[src/note_duration_tracker_core_defines.svh]
// Assertion macros for the note duration tracker.
`ifndef NOTE_DURATION_TRACKER_CORE_DEFINES_SVH
`define NOTE_DURATION_TRACKER_CORE_DEFINES_SVH

// Check a condition in the same cycle as its trigger.
`define NDT_ASSERT_NOW(lbl, clk, rst, ante, cons, msg) \
   lbl: assert property (@(posedge clk) disable iff (rst) (ante) |-> (cons)) \
      else $error(msg);

// Check a condition in the cycle after its trigger.
`define NDT_ASSERT_NEXT(lbl, clk, rst, ante, cons, msg) \
   lbl: assert property (@(posedge clk) disable iff (rst) (ante) |=> (cons)) \
      else $error(msg);

`endif

[src/ndt_pkg.sv]
// Shared types and constants of the note duration tracker.
`timescale 1ns / 1ps
`default_nettype none

package ndt_pkg;

   localparam int ACTIVE_SLOTS_DEFAULT = 64;
   localparam int KEY_COUNT            = 128;
   localparam int KEY_W                = 7;
   localparam int TIME_W               = 32;
   localparam int LEN_W                = 31;
   localparam int TRACK_W              = 3;
   localparam int VEL_W                = 7;
   localparam int REQ_DATA_W           = 112;
   localparam int RSP_DATA_W           = 16;
   localparam int CSR_DATA_W           = 8;

   localparam logic [VEL_W-1:0] VEL_ON  = 7'd60;
   localparam logic [VEL_W-1:0] VEL_OFF = 7'd0;

   // Item kinds on the request side
   localparam logic REQ_NOTE = 1'b0;
   localparam logic REQ_TIME = 1'b1;

   // Event kinds on the response side
   localparam logic EVT_ON  = 1'b0;
   localparam logic EVT_OFF = 1'b1;

   // Register indexes
   localparam logic REG_TRACK_MASK = 1'b0;
   localparam logic REG_EVENT_EN   = 1'b1;

   typedef enum logic [2:0] {
      ST_IDLE,
      ST_OFFER,
      ST_READ,
      ST_EVAL,
      ST_FLUSH
   } state_type;

endpackage

`default_nettype wire

[src/note_duration_tracker_core.sv]
// Top level of the note duration tracker: slot memory and scan sequencer.
`timescale 1ns / 1ps
`default_nettype none

// Keeps up to ACTIVE_SLOTS sounding notes in a slot memory (key and end
// time) with a 128-bit sounding map in flip-flops. A note offer is
// accepted in the idle state and then checked and appended in the offer
// state, emitting a note-on; a result still waiting in the output register
// holds the offer state. A time item scans the slots from index 0 through
// a read/evaluate loop around the memory's registered read. Each slot held
// when the item arrives costs one visit, a read and an evaluate, since a
// removal revisits its index in place of moving on. A scan thus runs
// through the accept, the visits, the closing read and a flush that hands
// the final note-off over; the result side holding off a waiting note-off stalls it.
// Removals swap the last slot into the freed one,
// which is then examined again. The last result of an item carries tlast.
// Requests are taken only between items; a waiting result does not hold
// off a new request. No clearing pass follows reset.
module note_duration_tracker_core #(
   parameter int ACTIVE_SLOTS = ndt_pkg::ACTIVE_SLOTS_DEFAULT
) (
   input  wire                              clock,
   input  wire                              reset,
   // Configuration write port
   input  wire                              csr_we,
   input  wire                              csr_addr,
   input  wire  [ndt_pkg::CSR_DATA_W-1:0]   csr_wdata,
   // Request channel
   input  wire                              req_tvalid,
   output logic                             req_tready,
   // tdata: note_key[6:0], track_id[9:7], start_time[41:10],
   //        note_length[72:42], new_time[104:73], zero fill
   input  wire  [ndt_pkg::REQ_DATA_W-1:0]   req_tdata,
   // tuser: req_type
   input  wire                              req_tuser,
   // Response channel
   output logic                             rsp_tvalid,
   input  wire                              rsp_tready,
   // tdata: event_key[6:0], velocity[13:7], zero fill
   output logic [ndt_pkg::RSP_DATA_W-1:0]   rsp_tdata,
   // tuser: event_kind
   output logic                             rsp_tuser,
   output logic                             rsp_tlast
);
   import ndt_pkg::*;

`include "note_duration_tracker_core_defines.svh"

   localparam int CNT_W  = $clog2(ACTIVE_SLOTS + 1);
   localparam int IDX_W  = (ACTIVE_SLOTS > 1) ? $clog2(ACTIVE_SLOTS) : 1;
   localparam int SLOT_W = KEY_W + TIME_W;

   // Configuration
   logic [7:0]             track_mask_ff;
   logic                   event_en_ff;

   // Control state
   state_type              state_ff, state_in;
   logic [CNT_W-1:0]       count_ff, count_in;
   logic [CNT_W-1:0]       idx_ff, idx_in;
   logic [KEY_COUNT-1:0]   sounding_ff, sounding_in;
   logic signed [TIME_W-1:0] now_ff, now_in;

   // Latched offer
   logic [KEY_W-1:0]       off_key_ff;
   logic [TRACK_W-1:0]     off_track_ff;
   logic signed [TIME_W-1:0] off_start_ff;
   logic [LEN_W-1:0]       off_len_ff;

   // Pending note-off, held until its successor or the end of the scan
   logic                   pend_valid_ff, pend_valid_in;
   logic [KEY_W-1:0]       pend_key_ff, pend_key_in;

   // Output register
   logic                   rsp_valid_ff, rsp_valid_in;
   logic                   rsp_kind_ff, rsp_kind_in;
   logic [KEY_W-1:0]       rsp_key_ff, rsp_key_in;
   logic                   rsp_last_ff, rsp_last_in;

   // Slot memory
   logic [SLOT_W-1:0]      slot_mem [ACTIVE_SLOTS];
   logic [SLOT_W-1:0]      rd_cur_ff, rd_last_ff;
   logic [IDX_W-1:0]       rd_last_addr;
   logic                   wr_en;
   logic [IDX_W-1:0]       wr_addr;
   logic [SLOT_W-1:0]      wr_data;

   logic                   req_take;
   logic                   out_free;
   logic                   push;
   logic                   push_kind;
   logic [KEY_W-1:0]       push_key;
   logic                   push_last;

   logic signed [TIME_W:0] end_sum;
   logic signed [TIME_W-1:0] end_sat;
   logic                   offer_ok;
   logic                   expired;
   logic [CNT_W-1:0]       count_dec;

   assign req_tready = (state_ff == ST_IDLE);
   assign req_take   = req_tvalid && req_tready;
   assign out_free   = !rsp_valid_ff || rsp_tready;
   assign count_dec  = count_ff - 1'b1;
   assign rd_last_addr = count_dec[IDX_W-1:0];

   // Saturating end time and the acceptance test of an offer
   assign end_sum = {off_start_ff[TIME_W-1], off_start_ff}
                  + $signed({2'b00, off_len_ff});
   assign end_sat = (end_sum[TIME_W:TIME_W-1] == 2'b01)
                  ? $signed({1'b0, {(TIME_W-1){1'b1}}})
                  : end_sum[TIME_W-1:0];
   assign offer_ok = track_mask_ff[off_track_ff] && !sounding_ff[off_key_ff]
                  && (off_start_ff < now_ff) && (now_ff < end_sat)
                  && (count_ff < CNT_W'(ACTIVE_SLOTS));

   assign expired = $signed(rd_cur_ff[TIME_W-1:0]) < now_ff;

   // Next state
   always_comb begin
      state_in = state_ff;
      case (state_ff)
         ST_IDLE: begin
            if (req_take) begin
               state_in = (req_tuser == REQ_TIME) ? ST_READ : ST_OFFER;
            end
         end
         ST_OFFER: begin
            if (!(offer_ok && event_en_ff && !out_free)) begin
               state_in = ST_IDLE;
            end
         end
         ST_READ: begin
            state_in = (idx_ff < count_ff) ? ST_EVAL : ST_FLUSH;
         end
         ST_EVAL: begin
            if (!(expired && event_en_ff && pend_valid_ff && !out_free)) begin
               state_in = ST_READ;
            end
         end
         ST_FLUSH: begin
            if (!pend_valid_ff || out_free) begin
               state_in = ST_IDLE;
            end
         end
         default: state_in = ST_IDLE;
      endcase
   end

   // Datapath control and result generation
   always_comb begin
      count_in      = count_ff;
      idx_in        = idx_ff;
      sounding_in   = sounding_ff;
      now_in        = now_ff;
      pend_valid_in = pend_valid_ff;
      pend_key_in   = pend_key_ff;
      wr_en         = 1'b0;
      wr_addr       = idx_ff[IDX_W-1:0];
      wr_data       = rd_last_ff;
      push          = 1'b0;
      push_kind     = EVT_OFF;
      push_key      = pend_key_ff;
      push_last     = 1'b0;
      case (state_ff)
         ST_IDLE: begin
            if (req_take && (req_tuser == REQ_TIME)) begin
               now_in = $signed(req_tdata[104:73]);
               idx_in = '0;
            end
         end
         ST_OFFER: begin
            // Append the note and announce it
            if (offer_ok && !(event_en_ff && !out_free)) begin
               wr_en                   = 1'b1;
               wr_addr                 = count_ff[IDX_W-1:0];
               wr_data                 = {off_key_ff, end_sat};
               sounding_in[off_key_ff] = 1'b1;
               count_in                = count_ff + 1'b1;
               push                    = event_en_ff;
               push_kind               = EVT_ON;
               push_key                = off_key_ff;
               push_last               = 1'b1;
            end
         end
         ST_EVAL: begin
            if (!expired) begin
               idx_in = idx_ff + 1'b1;
            end else if (!(event_en_ff && pend_valid_ff && !out_free)) begin
               // Swap the last slot in, drop the expired one
               wr_en    = 1'b1;
               wr_data  = rd_last_ff;
               count_in = count_dec;
               sounding_in[rd_cur_ff[SLOT_W-1:TIME_W]] = 1'b0;
               if (event_en_ff) begin
                  push          = pend_valid_ff;
                  pend_valid_in = 1'b1;
                  pend_key_in   = rd_cur_ff[SLOT_W-1:TIME_W];
               end
            end
         end
         ST_FLUSH: begin
            if (pend_valid_ff && out_free) begin
               push          = 1'b1;
               push_last     = 1'b1;
               pend_valid_in = 1'b0;
            end
         end
         default: begin
         end
      endcase
   end

   // Output register loads on push, clears once taken
   always_comb begin
      rsp_valid_in = rsp_valid_ff;
      rsp_kind_in  = rsp_kind_ff;
      rsp_key_in   = rsp_key_ff;
      rsp_last_in  = rsp_last_ff;
      if (push) begin
         rsp_valid_in = 1'b1;
         rsp_kind_in  = push_kind;
         rsp_key_in   = push_key;
         rsp_last_in  = push_last;
      end else if (rsp_tready) begin
         rsp_valid_in = 1'b0;
      end
   end

   // Control registers
   always_ff @(posedge clock) begin
      if (reset) begin
         state_ff      <= ST_IDLE;
         count_ff      <= '0;
         idx_ff        <= '0;
         sounding_ff   <= '0;
         now_ff        <= '0;
         pend_valid_ff <= 1'b0;
         rsp_valid_ff  <= 1'b0;
         track_mask_ff <= 8'hFF;
         event_en_ff   <= 1'b1;
      end else begin
         state_ff      <= state_in;
         count_ff      <= count_in;
         idx_ff        <= idx_in;
         sounding_ff   <= sounding_in;
         now_ff        <= now_in;
         pend_valid_ff <= pend_valid_in;
         rsp_valid_ff  <= rsp_valid_in;
         if (csr_we) begin
            case (csr_addr)
               REG_TRACK_MASK: track_mask_ff <= csr_wdata;
               REG_EVENT_EN:   event_en_ff   <= csr_wdata[0];
               default: begin
               end
            endcase
         end
      end
   end

   // Payload registers
   always_ff @(posedge clock) begin
      pend_key_ff <= pend_key_in;
      rsp_kind_ff <= rsp_kind_in;
      rsp_key_ff  <= rsp_key_in;
      rsp_last_ff <= rsp_last_in;
      if (req_take) begin
         off_key_ff   <= req_tdata[6:0];
         off_track_ff <= req_tdata[9:7];
         off_start_ff <= $signed(req_tdata[41:10]);
         off_len_ff   <= req_tdata[72:42];
      end
   end

   // Slot memory: one write port, two registered read ports
   always_ff @(posedge clock) begin
      if (wr_en) begin
         slot_mem[wr_addr] <= wr_data;
      end
      rd_cur_ff  <= slot_mem[idx_ff[IDX_W-1:0]];
      rd_last_ff <= slot_mem[rd_last_addr];
   end

   assign rsp_tvalid = rsp_valid_ff;
   assign rsp_tuser  = rsp_kind_ff;
   assign rsp_tlast  = rsp_last_ff;
   assign rsp_tdata  = {2'b00, ((rsp_kind_ff == EVT_ON) ? VEL_ON : VEL_OFF), rsp_key_ff};

   // Checks
   `NDT_ASSERT_NOW(a_count_bound, clock, reset, 1'b1, count_ff <= CNT_W'(ACTIVE_SLOTS), "slot count above capacity")
   `NDT_ASSERT_NOW(a_eval_in_range, clock, reset, state_ff == ST_EVAL, idx_ff < count_ff, "slot evaluated beyond count")
   `NDT_ASSERT_NOW(a_pend_in_scan, clock, reset, pend_valid_ff, state_ff == ST_READ || state_ff == ST_EVAL || state_ff == ST_FLUSH, "pending event outside a scan")
   `NDT_ASSERT_NEXT(a_offer_grows_one, clock, reset, state_ff == ST_OFFER, count_ff == $past(count_ff) || count_ff == $past(count_ff) + 1'b1, "offer changed count by more than one")

endmodule

`default_nettype wire

[config.mk]
export PLATFORM = sky130hd
export DESIGN_NAME = note_duration_tracker_core
export DESIGN_NICKNAME = d
export VERILOG_FILES = /design/src/ndt_pkg.sv /design/src/note_duration_tracker_core.sv
export VERILOG_INCLUDE_DIRS = /design/src /design/src/src
export SDC_FILE = /design/constraint.sdc
export NUM_CORES = 2
export LEC_CHECK = 0
export BUFFER_PORTS_ARGS = -buffer_cell sky130_fd_sc_hd__buf_2
export CORE_ASPECT_RATIO = 1.25
export CORE_MARGIN = 2
export CORE_UTILIZATION = 58
export DETAILED_ROUTE_END_ITERATION = 7
export PLACE_DENSITY = 0.74
export SYNTH_ARGS = -nofsm -noshare
export SYNTH_HDL_FRONTEND = slang
export SYNTH_SLANG_ARGS = --single-unit
[constraint.sdc]
create_clock -name clock -period 16.6 [get_ports clock]
set_input_delay 3.32 -clock clock [delete_from_list [all_inputs] [get_ports clock]]
set_output_delay 3.32 -clock clock [all_outputs]
set_load 0.05 [all_outputs]
==> results.cfg <==
[cts]
clk_path_buf_depth = 4
clkLatencyLatePin_ns = 0.89
cts_sinks = 2851
cts_tree = built
cts_max_level = 5
clkSlewWorstSetupHoldPaths_ns = 0.06
cts_setup_buffers = 0
hold_buffers = 0
cts_root_buf = clkbuf_16
cts_resized = 0
cts_buffers = 285

[run]
drv_cap = 0

[layout]
fillCellCount = 14600
area_growth_pct = 10.8
final_common_cell = edfxtp_1
fin_area_mm2 = 0.146
drive_gt1_share_pct = 36.7
final_cell_mix = edfxtp_1, mux4_2, o21ai_0
finalNetCount = 6957

[detailed_routing]
wirelength_um = 391000
ant_nets = 0
viasPerCell = 7.63
drc = 0
vias = 75300
drtPass1Iterations = 6
drtIter0Drc = 11500
wl_per_cell_um = 39.6

[timing]
rsz0062_at_grt = no
final_hold_viol_count = 0
slew_headroom_pct = 8.57
period_needed_ns = 10.26
worst_slew_pin_slew_ns = 1.37
finalCritPeriodShare_pct = 61.8
fmax_mhz = 97.4
finalClockSkew_ns = 0.0590
setup_tns_ns = 0
slew_violations = 0
setup_violations = 0
worst_slack_ns = 6.34

[critical_path]
startpoint_type = flip-flop
critical_path_arrival_ns = 10.75
end_kind = flip-flop
path_max_fanout = 23
critPathKind = flip-flop to flip-flop
worstPathRequired_ns = 17.08
rr_worst_depth = 22

[die]
die_x_um = 430
die_y_um = 537
io_pins = 147
rows = 195
die_area_mm2 = 0.231
coreArea_mm2 = 0.226
initial_core_util_pct = 58.3

[grt]
antenna_found_initial = 19
grt_max_degree = 133
grt_pass1_wl_um = 553000
globalRoute.totalOverflow = 0
grt_pass1_vias = 75500
grt_use_total_pct = 33.9

[synth]
synth_top_cell_area_share_pct = 58.9
synth-seq-area-share_pct = 63.0
syn_area_mm2 = 0.132
syn_avg_cell_area_um2 = 20.1
ys.flop_type = edfxtp_1
synth_seq_cells = 2851
synth_edf_count = 2585
synth.distinct_cells = 83
yosys_warnings = 0
synth_area_leaders = edfxtp_1, mux4_2, dfxtp_1
synth_top_cell_by_area = edfxtp_1
async_reset_ff_share_pct = 0
syn_inst = 6546

[placed_design]
dpl-instance-area_mm2 = 0.137
gp_congestion = 0.899
hpwl_um = 215000
preCtsSetupSlack_ns = 6.69
portBuffers = 134

[pwr]
p_leak_nw = 43.6
p_int_mw = 12.3
vdd_drop_max_mv = 0.100
clkPwrFrac_pct = 40.4
p_per_area_mw_per_mm2 = 109
pwr-share-comb_pct = 7.9
p_seq_share_pct = 51.7
p_sw_share_pct = 22.8
finalPower_mw = 15.9
power.switching_mw = 3.62

[run_status]
status = complete, no violations

[worst_hold_path]
holdPathStages = 2
hold_path.class = flip-flop to flip-flop
per-layer routing:
layer | share of wire (%) | vias up | GRT usage [%]
li1 | - | 28500 | -
met1 | 33 | 39400 | 43.2
met2 | 48 | 6236 | 54.1
met3 | 13 | 1123 | 9.49
met4 | 6.0 | 18 | 17.4
met5 | 0.034 | - | 0
power by group through the flow:
stage | Clock [mW] | Combinational (mW) | Sequential, mW
detailed placement | 0 | 1.21 | 8.37
floorplan | 0 | 0.746 | 8.42
CTS | 6.44 | 1.21 | 8.22
global placement | 0 | 1.16 | 8.37
global route | 6.72 | 1.33 | 8.22
finish | 6.41 | 1.26 | 8.22
logic make-up (layout without fill, tap and decap cells):
logic type	after synthesis	after routing	synth area share [%]
adders and majority gates	134	134	1.28
and+or+nand+nor	673	673	2.51
other	1	10	0.00285
AOI/OAI and AO/OA	641	641	2.92
muxes	1685	1685	28.5
xor gates and xnor gates	32	32	0.213
buffers and inverters	529	892	1.58
DFF	2851	2851	63.0
final timing paths:
kind	start	end	slack (ns)
worst max-delay path	off_start_ff[8]	slot_mem[53][14]	6.34
worst min-delay path	now_ff[1]	now_ff[1]	0.48
worst max register to register	off_start_ff[8]	slot_mem[53][14]	6.34
worst min register to register	now_ff[1]	now_ff[1]	0.48
Yosys cell counts (all sizes together), types with 4 or more instances:
cell / number
buf: 155
and2: 12
nor4: 8
o21ai: 348
o31ai: 7
inv: 57
nand4: 25
nand2b: 10
o211ai: 19
nor3: 20
a2111oi: 5
xor2: 12
or3: 9
a21boi: 4
a211oi: 12
a21o: 37
a211o: 12
o22ai: 4
o21a: 6
clkbuf: 317
mux2i: 16
nand2: 204
or2: 10
nand3: 42
dfxtp: 266
o2111ai: 6
mux2: 14
a22oi: 10
a21oi: 113
mux4: 1655
xnor2: 20
edfxtp: 2585
ha: 133
a311oi: 4
and3: 8
nor2b: 174
a31oi: 7
nor2: 137
nor3b: 5
a221oi: 16
sequential cells by signal (all words and copies together), names as in the netlist, 3 cells and up:
register       cells
idx_ff             7
now_ff            32
slot_mem        2496
sounding_ff      128
rd_cur_ff         39
off_track_ff       3
track_mask_ff      8
off_key_ff         7
count_ff           7
pend_key_ff        7
off_start_ff      32
rsp_key_ff         7
off_len_ff        31
state_ff           3
rd_last_ff        39
area by class of cell:
type	instances	area, µm²	share of cell area (%)
clock inverters	131	1300	0.892
multi-input cells	3170	47700	32.6
flip-flops and latches	2851	83000	56.8
inverters	57	214	0.147
repair buffers	331	2380	1.63
diodes	5	12.5	0.00857
clock buffers	373	7790	5.33
well taps	2955	3700	2.53
critical path, cell delays in order (launching register included):
cell       delay (ns)
edfxtp_1         0.41
ha_1             0.41
a21oi_1          0.18
o21ai_0          0.21
a311oi_1         0.54
a21boi_0         0.32
o21ai_0          0.24
nand2b_1         0.16
a211oi_1         0.57
o21ai_0          0.18
xor2_1           0.17
nor2_1           0.74
ha_1             0.27
nand4_1          0.09
or2_2            0.33
a2111oi_0        0.83
a211oi_1         0.38
and3_1           0.33
o211ai_4         0.74
mux2i_1          0.56
or2_2            0.55
nor2_4           0.92
buf_4            0.69
stage by stage:
step                util, %  instances  hold WS (ns)
floorplan                 -       6550         0.454
global placement       60.5       9354         0.463
detailed placement     60.5       9354         0.471
CTS                    64.5       9858         0.479
global route           64.6       9869         0.495
finish                 64.6       9873         0.478
(Power assumes the default switching activity.)
